## src/hw/rtl/plirc_pkg.sv

```systemverilog
// ----------------------------------------------------------------------------
// plirc_pkg
// Shared types and codes for the positional list unit: request and result
// words, request and status codes, and the per-cell control word.
// ----------------------------------------------------------------------------
package plirc_pkg;

  localparam int unsigned PosW   = 5;
  localparam int unsigned ValW   = 32;
  localparam int unsigned CountW = 6;

  typedef enum logic [2:0] {
    REQ_APPEND = 3'd0,
    REQ_INSERT = 3'd1,
    REQ_REMOVE = 3'd2,
    REQ_COUNT  = 3'd3,
    REQ_READ   = 3'd4
  } req_e;

  typedef enum logic [1:0] {
    ST_OK     = 2'd0,
    ST_BADPOS = 2'd1,
    ST_FULL   = 2'd2
  } status_e;

  typedef enum logic [1:0] {
    CMD_HOLD       = 2'd0,
    CMD_LOAD       = 2'd1,
    CMD_FROM_LOWER = 2'd2,
    CMD_FROM_UPPER = 2'd3
  } cell_cmd_e;

  typedef struct packed {
    cell_cmd_e cmd;
    logic      capture;
    logic      shift;
    logic      live;
  } cell_ctrl_t;

  typedef struct packed {
    logic [2:0]             req_type;
    logic [PosW-1:0]        position;
    logic signed [ValW-1:0] item_value;
  } req_word_t;

  typedef struct packed {
    status_e                status;
    logic [CountW-1:0]      match_count;
    logic signed [ValW-1:0] read_data;
    logic [CountW-1:0]      fill_level;
  } rsp_word_t;

endpackage

```

## src/hw/rtl/plirc_cell.sv

```systemverilog
// ----------------------------------------------------------------------------
// plirc_cell
// One list entry. Loads a new word or takes its neighbor's word on insert
// and remove; keeps a match flag that drains toward cell zero on count.
// ----------------------------------------------------------------------------
module plirc_cell #(
  parameter int unsigned DATA_WIDTH = 32
) (
  input  logic                    clk_i,
  input  logic                    rst_ni,
  input  plirc_pkg::cell_ctrl_t   ctrl_i,
  input  logic [DATA_WIDTH-1:0]   load_data_i,
  input  logic [DATA_WIDTH-1:0]   lower_data_i,
  input  logic [DATA_WIDTH-1:0]   upper_data_i,
  input  logic                    upper_flag_i,
  output logic [DATA_WIDTH-1:0]   data_o,
  output logic                    flag_o
);
  import plirc_pkg::*;

  logic [DATA_WIDTH-1:0] data_q, data_d;
  logic                  flag_q, flag_d;

  always_comb begin
    case (ctrl_i.cmd)
      CMD_LOAD:       data_d = load_data_i;
      CMD_FROM_LOWER: data_d = lower_data_i;
      CMD_FROM_UPPER: data_d = upper_data_i;
      default:        data_d = data_q;
    endcase
  end

  always_comb begin
    if (ctrl_i.capture) begin
      flag_d = ctrl_i.live && (data_q == load_data_i);
    end else if (ctrl_i.shift) begin
      flag_d = upper_flag_i;
    end else begin
      flag_d = flag_q;
    end
  end

  always_ff @(posedge clk_i) begin
    data_q <= data_d;
  end

  always_ff @(posedge clk_i or negedge rst_ni) begin
    if (!rst_ni) begin
      flag_q <= 1'b0;
    end else begin
      flag_q <= flag_d;
    end
  end

  assign data_o = data_q;
  assign flag_o = flag_q;

endmodule

```

## src/hw/rtl/positional_list_insert_remove_count_unit.sv

```systemverilog
// ----------------------------------------------------------------------------
// positional_list_insert_remove_count_unit
// Ordered list of signed words held in a chain of cells, with append,
// insert, remove, match count and read requests.
// ----------------------------------------------------------------------------
// For append, insert, remove, read and unknown requests all cells shift or
// load in parallel and the result is registered, so the next request can be
// taken without waiting on the cells. A count request holds the input off
// until its answer is emitted: every cell compares against the target at
// once, then the match flags drain down the cell chain one per cycle into a
// counter, and the total is then handed to the output. Results leave through
// an output register backed by one skid word, so the next request is taken
// while a result still waits; a held skid word stalls the input.
// ----------------------------------------------------------------------------
module positional_list_insert_remove_count_unit #(
  parameter int unsigned DEPTH      = 32,
  parameter int unsigned DATA_WIDTH = 32
) (
  input  logic                   clk_i,
  input  logic                   rst_ni,
  input  logic                   in_valid_i,
  output logic                   in_stall_o,
  input  plirc_pkg::req_word_t   in_word_i,
  output logic                   out_valid_o,
  input  logic                   out_stall_i,
  output plirc_pkg::rsp_word_t   out_word_o
);
  import plirc_pkg::*;

  localparam int unsigned FW   = $clog2(DEPTH + 1);
  localparam int unsigned CW   = (FW > PosW) ? FW : PosW;
  localparam int unsigned RD_N = (DEPTH < 32) ? DEPTH : 32;
  localparam int unsigned RDW  = $clog2(RD_N);

  typedef enum logic {
    S_RUN,
    S_COUNT
  } state_e;

  state_e          state_q, state_d;
  logic [FW-1:0]   fill_q, fill_d;
  logic [FW-1:0]   rem_q, rem_d;
  logic [FW-1:0]   cnt_q, cnt_d;
  logic            out_valid_q, out_valid_d;
  rsp_word_t       out_word_q, out_word_d;
  logic            skid_valid_q, skid_valid_d;
  rsp_word_t       skid_word_q, skid_word_d;

  logic                  accepted;
  logic [CW-1:0]         pos_ext, fill_ext;
  logic                  pos_ok, full;
  logic                  ok_append, ok_insert, ok_remove;
  logic                  is_append, is_insert, is_remove, is_count;
  logic [DATA_WIDTH-1:0] val_dw;
  logic [DATA_WIDTH-1:0] cell_data [DEPTH];
  logic [DEPTH-1:0]      cell_flag;
  cell_ctrl_t            cell_ctrl [DEPTH];
  logic                  shift_en;
  logic [DATA_WIDTH-1:0] rd_arr [RD_N];
  logic [DATA_WIDTH-1:0] rd_word;
  logic [ValW-1:0]       rd_ext;
  logic [ValW-1:0]       val_ext;
  rsp_word_t             res_word, cnt_word, emit_word;
  logic                  emit, count_done, out_free;

  assign accepted  = in_valid_i && !in_stall_o;
  assign in_stall_o = skid_valid_q || (state_q == S_COUNT);

  assign pos_ext  = CW'(in_word_i.position);
  assign fill_ext = CW'(fill_q);
  assign pos_ok   = pos_ext < fill_ext;
  assign full     = fill_q == FW'(DEPTH);

  assign is_append = in_word_i.req_type == REQ_APPEND;
  assign is_insert = in_word_i.req_type == REQ_INSERT;
  assign is_remove = in_word_i.req_type == REQ_REMOVE;
  assign is_count  = in_word_i.req_type == REQ_COUNT;

  assign ok_append = accepted && is_append && !full;
  assign ok_insert = accepted && is_insert && pos_ok && !full;
  assign ok_remove = accepted && is_remove && pos_ok;
  assign shift_en  = (state_q == S_COUNT) && (rem_q != '0);

  assign val_ext = in_word_i.item_value;

  generate
    if (DATA_WIDTH > ValW) begin : g_wide
      assign val_dw = {{(DATA_WIDTH - ValW){val_ext[ValW-1]}}, val_ext};
      assign rd_ext = rd_word[ValW-1:0];
    end else if (DATA_WIDTH == ValW) begin : g_same
      assign val_dw = val_ext;
      assign rd_ext = rd_word;
    end else begin : g_narrow
      assign val_dw = val_ext[DATA_WIDTH-1:0];
      assign rd_ext = {{(ValW - DATA_WIDTH){rd_word[DATA_WIDTH-1]}}, rd_word};
    end
  endgenerate

  for (genvar i = 0; i < DEPTH; i++) begin : g_cell
    logic [DATA_WIDTH-1:0] lower_data, upper_data;
    logic                  upper_flag;

    if (i == 0) begin : g_first
      assign lower_data = val_dw;
    end else begin : g_mid_lo
      assign lower_data = cell_data[i-1];
    end

    if (i == DEPTH - 1) begin : g_last
      assign upper_data = cell_data[i];
      assign upper_flag = 1'b0;
    end else begin : g_mid_hi
      assign upper_data = cell_data[i+1];
      assign upper_flag = cell_flag[i+1];
    end

    always_comb begin
      cell_ctrl[i].cmd     = CMD_HOLD;
      cell_ctrl[i].capture = accepted && is_count;
      cell_ctrl[i].shift   = shift_en;
      cell_ctrl[i].live    = CW'(i) < fill_ext;
      if (ok_append && (CW'(i) == fill_ext)) begin
        cell_ctrl[i].cmd = CMD_LOAD;
      end else if (ok_insert && (CW'(i) == pos_ext)) begin
        cell_ctrl[i].cmd = CMD_LOAD;
      end else if (ok_insert && (CW'(i) > pos_ext)) begin
        cell_ctrl[i].cmd = CMD_FROM_LOWER;
      end else if (ok_remove && (CW'(i) >= pos_ext)) begin
        cell_ctrl[i].cmd = CMD_FROM_UPPER;
      end
    end

    plirc_cell #(
      .DATA_WIDTH (DATA_WIDTH)
    ) u_cell (
      .clk_i        (clk_i),
      .rst_ni       (rst_ni),
      .ctrl_i       (cell_ctrl[i]),
      .load_data_i  (val_dw),
      .lower_data_i (lower_data),
      .upper_data_i (upper_data),
      .upper_flag_i (upper_flag),
      .data_o       (cell_data[i]),
      .flag_o       (cell_flag[i])
    );
  end

  for (genvar j = 0; j < RD_N; j++) begin : g_rd
    assign rd_arr[j] = cell_data[j];
  end

  assign rd_word = rd_arr[in_word_i.position[RDW-1:0]];

  always_comb begin
    fill_d = fill_q;
    if (ok_append || ok_insert) begin
      fill_d = fill_q + FW'(1);
    end else if (ok_remove) begin
      fill_d = fill_q - FW'(1);
    end
  end

  always_comb begin
    res_word             = '0;
    res_word.status      = ST_OK;
    res_word.fill_level  = CountW'(fill_d);
    case (in_word_i.req_type)
      REQ_APPEND: begin
        if (full) res_word.status = ST_FULL;
      end
      REQ_INSERT: begin
        if (!pos_ok) begin
          res_word.status = ST_BADPOS;
        end else if (full) begin
          res_word.status = ST_FULL;
        end
      end
      REQ_REMOVE: begin
        if (!pos_ok) res_word.status = ST_BADPOS;
      end
      REQ_COUNT: begin
        res_word.status = ST_OK;
      end
      REQ_READ: begin
        if (!pos_ok) begin
          res_word.status = ST_BADPOS;
        end else begin
          res_word.read_data = rd_ext;
        end
      end
      default: begin
        res_word.status = ST_BADPOS;
      end
    endcase
  end

  always_comb begin
    cnt_word             = '0;
    cnt_word.status      = ST_OK;
    cnt_word.match_count = CountW'(cnt_q);
    cnt_word.fill_level  = CountW'(fill_q);
  end

  assign count_done = (state_q == S_COUNT) && (rem_q == '0);
  assign emit       = (accepted && !is_count) || count_done;
  assign emit_word  = count_done ? cnt_word : res_word;
  assign out_free   = !out_valid_q || !out_stall_i;

  always_comb begin
    state_d      = state_q;
    rem_d        = rem_q;
    cnt_d        = cnt_q;
    out_valid_d  = out_valid_q;
    out_word_d   = out_word_q;
    skid_valid_d = skid_valid_q;
    skid_word_d  = skid_word_q;

    if (accepted && is_count) begin
      state_d = S_COUNT;
      rem_d   = fill_q;
      cnt_d   = '0;
    end else if (count_done) begin
      state_d = S_RUN;
    end else if (shift_en) begin
      rem_d = rem_q - FW'(1);
      cnt_d = cnt_q + FW'(cell_flag[0]);
    end

    if (out_free) begin
      if (skid_valid_q) begin
        out_valid_d  = 1'b1;
        out_word_d   = skid_word_q;
        skid_valid_d = emit;
        if (emit) skid_word_d = emit_word;
      end else begin
        out_valid_d = emit;
        if (emit) out_word_d = emit_word;
      end
    end else if (emit) begin
      skid_valid_d = 1'b1;
      skid_word_d  = emit_word;
    end
  end

  always_ff @(posedge clk_i or negedge rst_ni) begin
    if (!rst_ni) begin
      state_q      <= S_RUN;
      fill_q       <= '0;
      rem_q        <= '0;
      cnt_q        <= '0;
      out_valid_q  <= 1'b0;
      out_word_q   <= '0;
      skid_valid_q <= 1'b0;
      skid_word_q  <= '0;
    end else begin
      state_q      <= state_d;
      fill_q       <= fill_d;
      rem_q        <= rem_d;
      cnt_q        <= cnt_d;
      out_valid_q  <= out_valid_d;
      out_word_q   <= out_word_d;
      skid_valid_q <= skid_valid_d;
      skid_word_q  <= skid_word_d;
    end
  end

  assign out_valid_o = out_valid_q;
  assign out_word_o  = out_word_q;

`ifndef SYNTHESIS
  a_fill_bound: assert property (@(posedge clk_i) disable iff (!rst_ni)
    fill_q <= FW'(DEPTH))
    else $error("fill above depth");

  a_count_blocks: assert property (@(posedge clk_i) disable iff (!rst_ni)
    (state_q == S_COUNT) |-> in_stall_o)
    else $error("request accepted during count");

  a_skid_order: assert property (@(posedge clk_i) disable iff (!rst_ni)
    skid_valid_q |-> out_valid_q)
    else $error("skid word held with empty output register");

  a_rem_bound: assert property (@(posedge clk_i) disable iff (!rst_ni)
    (state_q == S_COUNT) |-> (rem_q <= fill_q))
    else $error("count drain longer than fill");

  a_result_next: assert property (@(posedge clk_i) disable iff (!rst_ni)
    (accepted && !is_count) |=> out_valid_q)
    else $error("no result after single-cycle request");
`endif

endmodule
```

## config.mk

```make
export PLATFORM = sky130hd
export DESIGN_NAME = positional_list_insert_remove_count_unit
export DESIGN_NICKNAME = d
export VERILOG_FILES = /design/src/hw/rtl/plirc_pkg.sv /design/src/hw/rtl/plirc_cell.sv /design/src/hw/rtl/positional_list_insert_remove_count_unit.sv
export SDC_FILE = /design/constraint.sdc
export NUM_CORES = 2
export LEC_CHECK = 0
export BUFFER_PORTS_ARGS = -buffer_cell sky130_fd_sc_hd__buf_2
export CAP_MARGIN = 20
export CORE_ASPECT_RATIO = 0.5
export CORE_MARGIN = 1
export CORE_UTILIZATION = 55
export CTS_CLUSTER_DIAMETER = 200
export DETAILED_ROUTE_END_ITERATION = 8
export PLACE_DENSITY = 0.71
export SLEW_MARGIN = 5
export SYNTH_ARGS = -nofsm -noshare
export SYNTH_HDL_FRONTEND = slang
export SYNTH_HIERARCHICAL = 1
export SYNTH_SLANG_ARGS = --single-unit
```

## constraint.sdc

```tcl
create_clock -name clk_i -period 11.25 [get_ports clk_i]
set_input_delay 1.125 -clock clk_i [delete_from_list [all_inputs] [get_ports clk_i]]
set_output_delay 1.125 -clock clk_i [all_outputs]
set_load 0.01 [all_outputs]
```

==> results.toml <==
[timing]
setup_viol = 0
layout_setup_ws_ns = 5.67
slew_headroom = 0.0657
slew_viol_final = 0
min_period_ns = 5.58
rsz0062_at_grt = "false"
period_share = 0.496
fin_tns_setup_ns = 0
fmax_mhz = 179
fin_skew_ns = 0.0290
tightest_slew_ns = 1.36
hold_violations = 0

[route]
drc = 25
first_pass_iters = 9
routed_wl_um = 317000
routedWlPerCell_um = 32.9
drt-initial-drc-count = 13564
via_count = 68756
ant_nets = 0
vias_per_cell = 7.13

[clock_network]
htreeDepth = 3
cts_tree = "built"
clock_path_buffers = 3
root_buffer = "clkbuf_16"
numCtsBuffers = 114
cts_resized = 0
holdBufCountCts = 0
path_clk_slew_ns = 0.07
cts_setup_buffers = 0
cts_num_sinks = 1169
clk_latency_ns = 0.79

[grt]
grt_max_degree = 87
grt_usage = 0.419
antenna_found_initial = 31
grt_pass1_wl_um = 452000
grt_pass1_vias = 61862
grt_overflow = 0

[place]
place.gp.congestion = 1.06
io_buffers = 91
post-dp-hpwl_um = 225000
dp_slack_ns = 5.35
place_inst = 9410

[cells_and_area]
final_cells = 9647
syn_to_final_growth_pct = 7.78
final_cell_mix = "mux2i_1 (1,202), nor2_1 (1,149), a21oi_1 (1,145)"
fin_nets = 7687
final_common_cell = "mux2i_1"
final_layout_size_suffix_gt1_frac = 0.106

[synth]
syn_area_sq_um = 79800
synth_edf_count = 1024
ys_types = 80
synth_warnings = 6
ys.flop_type = "edfxtp_1"
synthTopCellsByArea = "edfxtp_1 (39%), mux2i_1 (15%), xnor2_1 (10%)"
syn_inst = 7780
avgSynthCellArea_sq_um = 10.3
async_flop_share = 0.124
yosysSeqAreaShare = 0.431
syn-num-nets = 7836
yosysTopAreaCellShare = 0.385
ys_ff_latch = 1169
synth_top_area_cell = "edfxtp_1"

[die]
core_area_sq_um = 143000
ioPinCount = 92
dieHeight_um = 271
die_w_um = 541
dieArea_sq_um = 147000
start_util = 0.556
row_count = 98

[worst_setup_path]
cp.arrival_ns = 5.99
end_kind = "flip-flop"
path_class = "reg2reg"
critPathRequiredTime_ns = 11.65
r2r_cells = 12
critPathLaunchType = "flip-flop"
path_max_fanout = 65

[min_path]
hold_class = "in2async"

[pwr]
ir_drop_mv = 0.159
p_per_area_nw_per_um2 = 145
p_leak_nw = 26.8

[status]
status = "finished with violations"
violations = "design-rule violations"

[job]
drv_cap = 0
report_power, final:
part	internal, mW	switching [mW]	total [mW]
clock	2.22	1.88	4.10
sequential	5.14	0.451	5.59
combinational	0.952	1.83	2.78
total	8.31	4.15	12.5
cell families (layout without fill, tap and decap cells):
kind of cell | Yosys count | after routing | synth area share
AO/OA/AOI/OAI | 1699 | 1699 | 0.121
other | 1 | 17 | 0.0000470
multiplexers | 1444 | 1444 | 0.192
XOR/XNOR | 1034 | 1034 | 0.113
flip-flops | 1169 | 1169 | 0.431
buffers and inverters | 573 | 524 | 0.0363
adder cells (fa/ha/maj) | 12 | 12 | 0.00188
AND/OR/NAND/NOR | 1848 | 1848 | 0.104
layout make-up:
class / count / area, sq um
antenna: 16 / 40.0
clock buffer: 142 / 3040
clock inverter: 74 / 768
fill: 11930 / 57400
inverter: 22 / 83.8
multi-input combinational: 6038 / 43300
sequential: 1169 / 34400
tap: 1900 / 2380
timing repair buffer: 286 / 2050
worst max-delay path: stages (launching register included):
cell and delay [ns]:
dfrtp_1 0.76, inv_1 0.50, ha_1 0.42, and4b_1 0.22, a21o_1 0.34, nor2_4 0.16, buf_4 0.45, nor2_2 0.23
buf_4 0.28, o21a_1 0.22, nor2_4 0.08, buf_4 0.56, or2_2 0.91
metrics by stage:
stage	hold slack, ns	power (mW)	area, sq um	utilization
2_1_floorplan	0.440	7.12	79800	-
6_report	0.430	12.5	86000	0.600
3_5_place_dp	0.466	8.27	82200	0.573
5_1_grt	0.499	12.7	86000	0.600
4_1_cts	0.457	12.3	86000	0.599
3_3_place_gp	0.451	8.19	82100	0.572
state kept, by name, summed over array words and instances (netlist names):
register              count
cnt_q                     6
fill_ext                  6
g_cell.u_cell/data_o   1024
g_cell.u_cell/flag_o     32
out_valid_o               1
out_word_o               46
rem_q                     6
skid_valid_q              1
skid_word_q              46
state_q                   1
final timing paths:
kind	to	slack, ns	start
setup / recovery	g_cell[2].u_cell/data_o[8]	5.67	fill_ext[3]
hold / removal	out_word_o[45]	0.43	rst_ni
setup reg to reg	g_cell[2].u_cell/data_o[8]	5.67	fill_ext[3]
hold reg to reg	out_word_o[43]	0.48	out_word_o[43]
max in group asynchronous	g_cell[6].u_cell/flag_o	9.28	rst_ni
min in group clk_i	out_word_o[43]	0.48	out_word_o[43]
synthesized netlist by cell type, types with 9 or more instances:
master	number
xnor2_1	934
and3_1	35
a21oi_1	1153
a221o_1	13
dfrtp_1	145
o22ai_1	199
mux2_2	173
a31o_1	32
a22o_1	11
nor4_1	78
or2_2	38
a221oi_1	55
o21bai_1	10
nand3_1	56
mux2i_1	1202
nor2b_1	12
o21a_1	11
buf_1	22
or4_1	12
or3_1	10
nand4_1	233
inv_1	19
nor2_1	1161
mux4_2	53
mux2_1	16
buf_4	173
nand2b_1	11
xor2_1	100
a2bb2oi_1	9
nand2_1	129
o21ai_1	27
buf_2	59
clkbuf_1	294
o21ai_0	71
a22oi_1	16
o22a_1	10
edfxtp_1	1024
ha_1	12
o221ai_1	17
nor3_1	49
routing by layer:
metal	vias to the layer above	wire (um)	track usage	part of all wire
met4	42	13800	0.146	0.043
met2	6200	122000	0.558	0.39
met3	933	61900	0.200	0.20
met5	-	303	0	0.00095
met1	33073	119000	0.586	0.38
li1	28508	-	-	-
Power figures use the tool's default switching activity.
